$ cat src/rtl/nsa_pkg.sv
package nsa_pkg;

	localparam int STATES = 16;
	localparam int SYMBOLS = 16;
	localparam int ROWS = SYMBOLS + 1;
	localparam int ROW_AW = $clog2(ROWS);

	localparam int STATE_W = 4;
	localparam int SYM_W = 5;
	localparam int MASK_W = 16;

	localparam int PADDR_W = 3;
	localparam int PDATA_W = 32;
	localparam int REG_IDX_W = PADDR_W - 2;

	typedef logic [STATES-1:0] state_set_t;
	typedef logic [ROW_AW-1:0] row_addr_t;

	localparam row_addr_t EPS_ROW = row_addr_t'(SYMBOLS);
	localparam row_addr_t LAST_ROW = row_addr_t'(ROWS - 1);

	localparam logic MODE_LOAD = 1'b0;
	localparam logic MODE_SYMBOL = 1'b1;

	typedef enum logic [REG_IDX_W-1:0] {
		REG_START_STATE = 1'd0,
		REG_FINAL_MASK = 1'd1
	} reg_idx_t;

	typedef enum logic [1:0] {
		SET_HOLD,
		SET_MOVE,
		SET_GROW,
		SET_START
	} set_op_t;

	typedef enum logic [2:0] {
		ST_CLEAR,
		ST_IDLE,
		ST_MOVE,
		ST_CLOSE,
		ST_EMIT,
		ST_REARM
	} ctrl_state_t;

	typedef struct packed {
		logic clear;
		logic load_we;
		logic capture;
		logic rd_sym;
		set_op_t set_op;
		logic out_load;
	} nsa_cmd_t;

	typedef struct packed {
		logic clear_done;
		logic closed;
		logic out_free;
		logic last;
	} nsa_sts_t;

	function automatic state_set_t nsa_move(input state_set_t set,
		input state_set_t [STATES-1:0] rows);
		state_set_t acc;
		acc = '0;
		for (int s = 0; s < STATES; s++) begin
			if (set[s]) begin
				acc = acc | rows[s];
			end
		end
		return acc;
	endfunction

endpackage

$ cat src/rtl/nsa_cfg.sv
module nsa_cfg (
	input logic clk,
	input logic arst_n,
	input logic psel,
	input logic penable,
	input logic pwrite,
	input logic [nsa_pkg::PADDR_W-1:0] paddr,
	input logic [nsa_pkg::PDATA_W-1:0] pwdata,
	output logic [nsa_pkg::PDATA_W-1:0] prdata,
	output logic pready,
	output logic [nsa_pkg::STATE_W-1:0] start_state,
	output logic [nsa_pkg::MASK_W-1:0] final_mask
);
	import nsa_pkg::*;

	logic [STATE_W-1:0] start_state_q;
	logic [MASK_W-1:0] final_mask_q;
	reg_idx_t idx;

	assign idx = reg_idx_t'(paddr[PADDR_W-1:2]);
	assign pready = 1'b1;
	assign start_state = start_state_q;
	assign final_mask = final_mask_q;

	always_ff @(posedge clk or negedge arst_n) begin
		if (!arst_n) begin
			start_state_q <= '0;
			final_mask_q <= '0;
		end else if (psel && penable && pwrite) begin
			unique case (idx)
				REG_START_STATE: start_state_q <= pwdata[STATE_W-1:0];
				REG_FINAL_MASK: final_mask_q <= pwdata[MASK_W-1:0];
				default: ;
			endcase
		end
	end

	always_comb begin
		unique case (idx)
			REG_START_STATE: prdata = PDATA_W'(start_state_q);
			REG_FINAL_MASK: prdata = PDATA_W'(final_mask_q);
			default: prdata = '0;
		endcase
	end
endmodule

$ cat config.mk
export PLATFORM = sky130hd
export DESIGN_NAME = nsa_cfg
export DESIGN_NICKNAME = d
export VERILOG_FILES = /design/src/rtl/nsa_pkg.sv /design/src/rtl/nsa_cfg.sv
export SDC_FILE = /design/constraint.sdc
export NUM_CORES = 1
export LEC_CHECK = 0
export ABC_AREA = 0
export BUFFER_PORTS_ARGS = -buffer_cell sky130_fd_sc_hd__buf_2
export CORE_MARGIN = 10
export CORE_UTILIZATION = 34
export CTS_CLUSTER_SIZE = 28
export DETAILED_ROUTE_END_ITERATION = 8
export PLACE_DENSITY = 0.79
export SLEW_MARGIN = 10
export SYNTH_ARGS = -nofsm -noshare
export SYNTH_HDL_FRONTEND = slang
export SYNTH_SLANG_ARGS = --single-unit
$ cat constraint.sdc
create_clock -name clk -period 0.8 [get_ports clk]
set_input_delay 0.2 -clock clk [delete_from_list [all_inputs] [get_ports clk]]
set_output_delay 0.2 -clock clk [all_outputs]
set_load 0.01 [all_outputs]
[Word level (Yosys, flattened, before mapping)]
Index checks and enable logic that the tools add are counted.
Operators by class
  multiplexer cells: 1
  bitwise gates (word level): 1
  reductions and logical operators: 4
Operator list (number)
  $pmux 32 s2: 1
  $reduce_and 2->1: 2
  $logic_and 1x1->1: 2
  $not 1->1: 1
Word-level totals
  register bits after elaboration: 20
  bits of input ports: 40
  output and inout port bits: 53

[Logic depth before layout (Yosys ltp)]
  depth after elaboration: 3
  gate-level depth with buffers: 4

[Least setup slack after synthesis]
Ideal clock, no wire load.
  kind: input to register
  from: input paddr[2] (netlist bit)
  to: register final_mask_q[10], in the netlist final_mask[10]
  library setup time: 0.125 ns
  arrival: 0.899 ns
  data required time: 0.675 ns
  slack: -0.224 ns
  cell stages on the path: 4
  path buffers: 2
  path through: buf_6 nand4_4 buf_6 mux2_4
Between the ends
  cells in the longest elaborated chain, start to end: 1
Ends and longest elaborated chain
  from (decl): line nsa_cfg.sv:7  | input logic [nsa_pkg::PADDR_W-1:0] paddr,
  $reduce_and 2->1 (no line)
  to (signal assigned): line nsa_cfg.sv:32  | REG_FINAL_MASK: final_mask_q <= pwdata[MASK_W-1:0];
  to (decl): line nsa_cfg.sv:17  | logic [MASK_W-1:0] final_mask_q;
No other way between the ends.
A chain may end at the register's enable or synchronous reset.

[Worst setup path in the final report]
  from: register start_state_q[3], in the netlist start_state[3]
  to: output prdata[3] (netlist bit)
Between the ends
  cells in the longest elaborated chain, start to end: 1
Ends and longest elaborated chain
  from (decl): line nsa_cfg.sv:16  | logic [STATE_W-1:0] start_state_q;
  from (signal assigned): line nsa_cfg.sv:31  | REG_START_STATE: start_state_q <= pwdata[STATE_W-1:0];
  $pmux 32 s2: line nsa_cfg.sv:39  | unique case (idx)
  to (decl): line nsa_cfg.sv:9  | output logic [nsa_pkg::PDATA_W-1:0] prdata,
No other way between the ends. The select of a mux whose other input is x is not followed.

==> results.tsv <==
stage	metric	value	unit
grt	vias in the first global route	1009	
synth	Synth cell types	10	
grt	first-pass GRT wire length	5.38	mm
clock_network	H-tree depth	1	
die	Ports	93	
drt	Initial DRC Count	30	
critical_path	critical path's slowest cell	dfrtp_1	
drt	DR vias/cell	4.12	
drt	DRC Markers	0	
synth	Yosys top cell area share	46.6	%
critical_path	CP cell instances	mux2_4 > buf_6	
critical_path	critical path data arrival time	1.12	ns
pwr	worst-case vdd ir drop	1.15	mV
synth	sequential fraction of the synthesis area	46.6	%
sta	period utilization	165	%
grt	GRT Util Overall	11.4	%
die	Initial Util	35.5	%
cells_and_area	ratio of cells with drive above 1 in the final layout	69.9	%
sta	Tmin final	1.32	ns
clock_network	Root Driver	clkbuf_4	
sta	RSZ-0062 raised after global routing	true	
pwr	Leak Pwr	0.994	nW
placement	Port Buffers	57	
placement	Setup WS pre-CTS	-0.371	ns
die	core area	3030	um^2
die	Chip Width	76.2	um
run	MaxCap Viol Count	0	
synth	top cells by area, synth	dfrtp_1 47%, mux2_2 15%, mux2_4 14%, buf_4 12%, and2_1 7.0%	
drt	Routed WL per cell	16.5	um
clock_network	TritonCTS Buffers	3	
placement	routability cong.	0.714	
synth	synthesized area	1070	um^2
cells_and_area	nets@finish	207	
critical_path	Max stage delay on crit path	0.41	ns
die	Die Area	5810	um^2
grt	initial antenna violation count	0	
sta	Fmax achieved	0.757	GHz
drt	via count	866	
drt	ANT nets after route	0	
critical_path	CP endpoint kind	output pin	
sta	Fin. Hold Viols	0	
clock_network	Clock Latency Late Sink	0.30	ns
cells_and_area	area grow syn2layout	69.4	%
min_path	HP Class	input port to register	
critical_path	startpoint types	register	
cells_and_area	n_diodes	0	
synth	area leader, netlist	dfrtp_1	
die	Core Rows	20	
drt	DR pass1 iterations	3	
cells_and_area	commonest non-fill, non-tap cells in the layout	41 x buf_6, 38 x buf_2, 20 x dfrtp_1	
placement	Detail Placement HPWL	2.53	mm
critical_path	kind of critical path	register to output pin	
sta	Worst Clk Skew	0	ns
cells_and_area	commonest non-fill, non-tap cell in the layout	buf_6	
synth	Cells after Synth	80	
drt	drt total wl	3.47	mm
critical_path	peak fanout along the critical path	2	
grt	grt total ovfl	0	
pwr	P per Cell Area	2260	nW/um^2
clock_network	Clock transition at path regs	0.11	ns
synth	Synth Warn #	0	
clock_network	# clock sinks	20	
clock_network	Longest Clk Path Bufs	2	
synth	syn avg cell area	13.4	um^2
grt	largest net degree at the start of global routing	21	
sta	Final WS setup	-0.521	ns
critical_path	internal reg-to-reg setup slack	-0.22	ns
status	failing checks	setup timing	
synth	register bit total from synthesis	20	
sta	Final Max Tran Viols	0	
die	die height	76.2	um
clock_network	CTS tree	yes	
critical_path	Req. time, crit path	0.60	ns
sta	# setup viols final	54	
pwr	final total power	4.11	mW
status	status	finished with violations	
## cells by family after synthesis
group	synth area share [%]
muxes	28.6
DFF	46.6
buffers and inverters	14.3
and+or+nand+nor	9.78
other	0.699
## worst max-delay path: cells and delay by family, from the launching register on
family / cells / cell delay [ns]
buf+inv: 1 / 0.12
flops: 1 / 0.41
mux: 1 / 0.29
## per-stage QoR
stage                     cell area (um^2)  cells  hold WS [ns]  utilization (%)  TNS [ns]
final                                 1820    210         0.124             60.1    -15.45
after global routing                  1820    210         0.111             60.1    -17.53
after CTS                             1680    201         0.112             55.6    -14.59
after floorplan                       1140     95       -0.0956                -     -4.49
after global placement                1400    185         0.160             46.2     -8.31
after detailed placement              1400    185         0.174             46.2     -9.07
## flip-flops by register name, indices dropped and copies added, names as in the netlist
| name | flops |
|---|---|
| start_state | 4 |
| final_mask | 16 |
## Yosys cell counts
library cell,count
dfrtp_1,20
buf_4,17
mux2_2,14
and2_1,12
mux2_4,10
buf_6,2
conb_1,2
clkbuf_1,1
nand4_4,1
nand4b_1,1
## power by group
part	total, mW	internal [mW]	leakage, nW	switching [mW]
Sequential	1.41	1.23	0.240	0.175
Combinational	2.11	1.37	0.733	0.743
Clock	0.586	0.277	0.0210	0.309
Total	4.11	2.88	0.994	1.23
## routing by layer
metal,wire [um],global-route usage [%],up-vias
met5,0,0,-
met2,1950,22.2,35
met4,82,5.02,0
met3,267,4.25,4
met1,1180,10.0,421
li1,-,-,406
## timing repair
item,CTS,global route
resized for setup,32,22
buffers inserted,12,15
setup endpoints to repair,42,52
hold buffers,1,0
hold endpoints to repair,20,0
pin swaps,12,1
## area by class of cell
class | count | area [um^2]
Multi-Input combinational cell | 55 | 502
Clock buffer | 4 | 36.3
Fill cell | 260 | 1210
Sequential cell | 20 | 500
Timing Repair Buffer | 87 | 727
Tap cell | 44 | 55.1
## worst paths after layout
kind                                                 start                          to  depth (start not counted)
worst max-delay path            start_state[3]$_DFFE_PN0P_                   prdata[3]                          2
worst min-delay path                            pwdata[13]  final_mask[13]$_DFFE_PN0P_                          2
worst max register to register  start_state[3]$_DFFE_PN0P_  start_state[3]$_DFFE_PN0P_                          3
worst min register to register  final_mask[12]$_DFFE_PN0P_  final_mask[12]$_DFFE_PN0P_                          1
max in group asynchronous                           arst_n  final_mask[10]$_DFFE_PN0P_                          2
min in group asynchronous                           arst_n   final_mask[4]$_DFFE_PN0P_                          2
Note: power is estimated with default switching activity, not from simulation.
