### src/rtl/nsa_pkg.sv
package nsa_pkg;

	localparam int STATES = 16;
	localparam int SYMBOLS = 16;
	localparam int ROWS = SYMBOLS + 1;
	localparam int ROW_AW = $clog2(ROWS);

	localparam int STATE_W = 4;
	localparam int SYM_W = 5;
	localparam int MASK_W = 16;

	localparam int PADDR_W = 3;
	localparam int PDATA_W = 32;
	localparam int REG_IDX_W = PADDR_W - 2;

	typedef logic [STATES-1:0] state_set_t;
	typedef logic [ROW_AW-1:0] row_addr_t;

	localparam row_addr_t EPS_ROW = row_addr_t'(SYMBOLS);
	localparam row_addr_t LAST_ROW = row_addr_t'(ROWS - 1);

	localparam logic MODE_LOAD = 1'b0;
	localparam logic MODE_SYMBOL = 1'b1;

	typedef enum logic [REG_IDX_W-1:0] {
		REG_START_STATE = 1'd0,
		REG_FINAL_MASK = 1'd1
	} reg_idx_t;

	typedef enum logic [1:0] {
		SET_HOLD,
		SET_MOVE,
		SET_GROW,
		SET_START
	} set_op_t;

	typedef enum logic [2:0] {
		ST_CLEAR,
		ST_IDLE,
		ST_MOVE,
		ST_CLOSE,
		ST_EMIT,
		ST_REARM
	} ctrl_state_t;

	typedef struct packed {
		logic clear;
		logic load_we;
		logic capture;
		logic rd_sym;
		set_op_t set_op;
		logic out_load;
	} nsa_cmd_t;

	typedef struct packed {
		logic clear_done;
		logic closed;
		logic out_free;
		logic last;
	} nsa_sts_t;

	function automatic state_set_t nsa_move(input state_set_t set,
		input state_set_t [STATES-1:0] rows);
		state_set_t acc;
		acc = '0;
		for (int s = 0; s < STATES; s++) begin
			if (set[s]) begin
				acc = acc | rows[s];
			end
		end
		return acc;
	endfunction

endpackage

### src/rtl/nsa_ctrl.sv
module nsa_ctrl (
	input logic clk,
	input logic arst_n,
	input logic item_valid,
	input logic item_mode,
	output logic item_ready,
	input nsa_pkg::nsa_sts_t sts,
	output nsa_pkg::nsa_cmd_t cmd
);
	import nsa_pkg::*;

	ctrl_state_t state_q;
	ctrl_state_t state_d;

	always_ff @(posedge clk or negedge arst_n) begin
		if (!arst_n) begin
			state_q <= ST_CLEAR;
		end else begin
			state_q <= state_d;
		end
	end

	always_comb begin
		state_d = state_q;
		item_ready = 1'b0;
		cmd = '0;
		cmd.set_op = SET_HOLD;
		unique case (state_q)
			ST_CLEAR: begin
				cmd.clear = 1'b1;
				if (sts.clear_done) begin
					state_d = ST_IDLE;
				end
			end
			ST_IDLE: begin
				item_ready = 1'b1;
				cmd.rd_sym = 1'b1;
				if (item_valid) begin
					if (item_mode == MODE_SYMBOL) begin
						cmd.capture = 1'b1;
						state_d = ST_MOVE;
					end else begin
						cmd.load_we = 1'b1;
					end
				end
			end
			ST_MOVE: begin
				cmd.set_op = SET_MOVE;
				state_d = ST_CLOSE;
			end
			ST_CLOSE: begin
				if (sts.closed) begin
					state_d = ST_EMIT;
				end else begin
					cmd.set_op = SET_GROW;
				end
			end
			ST_EMIT: begin
				if (sts.out_free) begin
					cmd.out_load = 1'b1;
					if (sts.last) begin
						cmd.set_op = SET_START;
						state_d = ST_REARM;
					end else begin
						state_d = ST_IDLE;
					end
				end
			end
			ST_REARM: begin
				if (sts.closed) begin
					state_d = ST_IDLE;
				end else begin
					cmd.set_op = SET_GROW;
				end
			end
			default: state_d = ST_CLEAR;
		endcase
	end
endmodule

### config.mk
export PLATFORM = sky130hd
export DESIGN_NAME = nsa_ctrl
export DESIGN_NICKNAME = d
export VERILOG_FILES = /design/src/rtl/nsa_pkg.sv /design/src/rtl/nsa_ctrl.sv
export SDC_FILE = /design/constraint.sdc
export NUM_CORES = 1
export LEC_CHECK = 0
export BUFFER_PORTS_ARGS = -buffer_cell sky130_fd_sc_hd__buf_2
export CAP_MARGIN = 0
export CORE_AREA = 2 2 39 41
export CTS_CLUSTER_SIZE = 16
export DETAILED_ROUTE_END_ITERATION = 7
export DIE_AREA = 0 0 41 43
export GPL_TIMING_DRIVEN = 0
export PLACE_DENSITY_LB_ADDON = 0.12
export SLEW_MARGIN = 20
export SYNTH_ARGS = -nofsm -noshare
export SYNTH_HDL_FRONTEND = slang
export SYNTH_SLANG_ARGS = --single-unit
### constraint.sdc
create_clock -name clk -period 1.72 [get_ports clk]
set_clock_uncertainty 0.05 [all_clocks]
set_input_delay 0.086 -clock clk [delete_from_list [all_inputs] [get_ports clk]]
set_output_delay 0.086 -clock clk [all_outputs]
set_load 0.05 [all_outputs]
# Word level (Yosys, flattened, before mapping)
# Index checks and enable logic that the tools add are counted.
# totals
register_bits,3
# op_classes
eq_ne,11
n_mux,19
n_reduce_logical,3
# ops
cell,n
$mux 3,9
$pmux 3 s6,1
$ne 2x2->1 const B,6
$eq 3x2->1 const B,2
$eq 3x3->1 const B,2
$mux 2,3
$pmux 2 s3,1
$reduce_and 6->1,1
$mux 1,5
$eq 3x1->1 const B,1
$logic_not 3->1,1
$reduce_or 2->1,1

# Longest topological paths before layout
# logic_depth
depth_word,3
ltp_mapped,4
mapped_depth_nobuf,3

# Worst setup path after synthesis
# No wires, ideal clock.
# synth_timing
kind,reg2out
from,register state_q[1]
to,output port cmd[2] in the netlist's numbering
t_arrival_ns,1.787
required_ns,1.584
slack_ns,-0.203
path_stages_with_launch,4
path_cell_list,dfrtp_1 -> nand2b_1 -> nor2_1 -> a21o_1
# synth_rtl
element,line_no,text
start: declaration,nsa_ctrl.sv:12,ctrl_state_t state_q;
start signal: assignment,nsa_ctrl.sv:19,state_q <= state_d;
end: declaration,nsa_ctrl.sv:8,output nsa_pkg::nsa_cmd_t cmd

==> impl_metrics.env <==
export IMPL_syn_cell_area_sq_um=246
export IMPL_worst_path_buf_inv=1
export IMPL_syn2layout_area_growth_pct=56.3
export IMPL_start_util=0.178
export IMPL_crit_arrival_ps=1440
export IMPL_final_cell_area_sq_um=385
export IMPL_endpoint_kind="output port"
export IMPL_clk_latency_ps=230
export IMPL_vias=284
export IMPL_synth_cell_types=20
export IMPL_layout_nets=59
export IMPL_setup_viol=0
export IMPL_drv_cap=0
export IMPL_regToRegSetupSlack_ps=650
export IMPL_dr_pass1_iters=2
export IMPL_r2r_end="state_q[0]"
export IMPL_critPathSlowestCell="dfrtp_1"
export IMPL_required_ps=1580
export IMPL_hold_viol_final=0
export IMPL_top_register="state_q"
export IMPL_grt_max_degree=11
export IMPL_die_area_sq_um=1760
export IMPL_grt_setup_unrepaired="no"
export IMPL_path_cells="nor2b_2 > nand3_2 > a21oi_2 > buf_2"
export IMPL_status="completed"
export IMPL_whs_path_depth=3
export IMPL_drt_iter0_markers=1
export IMPL_syn_num_nets=38
export IMPL_root_buffer="clkbuf_4"
export IMPL_synth_edf_count=0
export IMPL_synth_seq_cells=3
export IMPL_grt_first_pass_wirelength_mm=1.08
export IMPL_yosysSeqAreaShare=0.305
export IMPL_cts_buffer_depth=2
export IMPL_slowest_delay_ps=470
export IMPL_route_detailed_drc=0
export IMPL_fin_util=0.278
export IMPL_routedWlPerCell_um=10.0
export IMPL_top_regs="state_q: 3 flops"
export IMPL_cts_tree="built"
export IMPL_routed_wl_um=661
export IMPL_gr_total_overflow=0
export IMPL_ys_warn_count=0
export IMPL_layoutNonFillerInstCount=66
export IMPL_dp_hpwl_um=526
export IMPL_cp_top_family="flip-flops"
export IMPL_cp_start_kind="flop"
export IMPL_ys_flop_type="dfrtp_1"
export IMPL_crit_type="reg2out"
export IMPL_numCtsBuffers=3
export IMPL_cts_resized=0
export IMPL_post_cts_setup_buffers=0
export IMPL_dp_cells=61
export IMPL_die_x_um=41
export IMPL_cts_hold_buf=1
export IMPL_h_tree_depth=1
export IMPL_coreArea_sq_um=1380
export IMPL_synth_top_area_cell="dfrtp_1"
export IMPL_largest_reg_flops=3
export IMPL_syn_avg_cell_area_sq_um=8.22
export IMPL_grt_pass1_vias=287
export IMPL_place_congestion=0.701
export IMPL_antenna_left=0
export IMPL_numPortBuffers=15
export IMPL_antenna_cells=0
export IMPL_pin_count=16
export IMPL_min_to="state_q[0]"
export IMPL_drive_gt1_frac=0.500
export IMPL_worstMarginPinSlew_ps=283
export IMPL_fin_crit_ps=1580
export IMPL_async_reset_ff_frac=1.00
export IMPL_report_final_slew_viol_count=0
export IMPL_grt_use_total=0.0893
export IMPL_nFillCells=161
export IMPL_place_area_sq_um=349
export IMPL_ys_top_cells_by_count="dfrtp_1, nand2b_1, o211ai_1"
export IMPL_min_from="sts[3]"
export IMPL_vias_per_cell=4.30
export IMPL_row_count=14
export IMPL_fp_dieH_um=43
export IMPL_path_max_fanout=8
export IMPL_antenna_found_initial=0
export IMPL_syn_inst=30
export IMPL_hold_path_class="in2reg"
export IMPL_timing_fmax_ghz=0.634
export IMPL_synth_top_area_frac=0.305
export IMPL_slew_headroom=0.812
export IMPL_worst_r2r_cell_count=4
export IMPL_timing_rr_start="state_q[0]"
export IMPL_cts_sink_count=3
export IMPL_fin_tns_setup_ps=0
export IMPL_cts_clk_slew_worst_paths_ps=30
export IMPL_synth_area_leaders="dfrtp_1, o211ai_1, nand2b_1"
export IMPL_period_share=0.917
==> area by class of cell <==
| cell class | count | area (sq um) | share of cell area |
|---|---|---|---|
| sequential | 3 | 75.1 | 0.195 |
| timing repair buffer | 16 | 85.1 | 0.221 |
| multi-input combinational | 25 | 166 | 0.432 |
| tap | 16 | 20.0 | 0.0519 |
| buffer | 2 | 12.5 | 0.0325 |
| clock buffer | 4 | 26.3 | 0.0682 |
==> worst max-delay path by stage <==
stage	from	to	slack, ps	cells after the start
finish	state_q[2]	cmd[1]	140	4
global route	state_q[2]	cmd[1]	30	4
CTS	state_q[2]	cmd[1]	130	4
detailed placement	state_q[2]	cmd[2]	390	4
global placement	state_q[2]	cmd[1]	390	4
floorplan	state_q[0]	cmd[6]	20	2
==> metrics by stage <==
step / worst slack, ps / hold slack (ps)
2_1_floorplan: 22.2 / -260
3_3_place_gp: 391 / -170
3_5_place_dp: 389 / -168
4_1_cts: 132 / 69.1
5_1_grt: 33.2 / 96.1
6_report: 143 / 69.5
==> worst reg2reg max path, cell delays in order, from the launching register on <==
cell      delay, ps
dfrtp_1         340
buf_2           210
nand3_1         140
o211ai_1        100
o211ai_1        100
==> cell families after synthesis <==
group           share of synthesized area
buf+inv                            0.0508
flops                               0.305
simple gates                        0.406
compound gates                      0.239
==> placed cells by master (no fill, tap or decap) <==
| cell type | synthesis | final |
|---|---|---|
| a21o_1 | 1 | 1 |
| a21oi_1 | 2 | 2 |
| a21oi_2 | 1 | 1 |
| and2_1 | 1 | 1 |
| and4b_1 | 1 | 1 |
| buf_2 | 1 | 16 |
| buf_4 | 1 | 1 |
| clkbuf_1 | 0 | 1 |
| clkbuf_4 | 0 | 3 |
| dfrtp_1 | 3 | 3 |
| dlygate4sd3_1 | 0 | 1 |
| nand2_1 | 2 | 2 |
| nand2b_1 | 3 | 3 |
| nand3_1 | 1 | 1 |
| nand3_2 | 1 | 1 |
| nand4b_1 | 1 | 1 |
| nor2_1 | 2 | 1 |
| nor2_2 | 0 | 1 |
| nor2b_2 | 1 | 1 |
| nor3_1 | 2 | 1 |
| nor3_2 | 0 | 1 |
| o211ai_1 | 3 | 3 |
| o21ai_0 | 1 | 1 |
| o21ai_1 | 1 | 1 |
| or2b_1 | 1 | 1 |
==> layer usage <==
layer | GRT usage | up-vias | part of all wire
met2 | 0.131 | 11 | 0.44
met3 | 0.0314 | 0 | 0.053
li1 | - | 150 | -
met1 | 0.112 | 123 | 0.51
met4 | 0.0400 | 0 | 0
met5 | 0 | - | 0
Power is not shown: default switching activity piles up to over one toggle a cycle in this logic, so the estimate is an artifact.
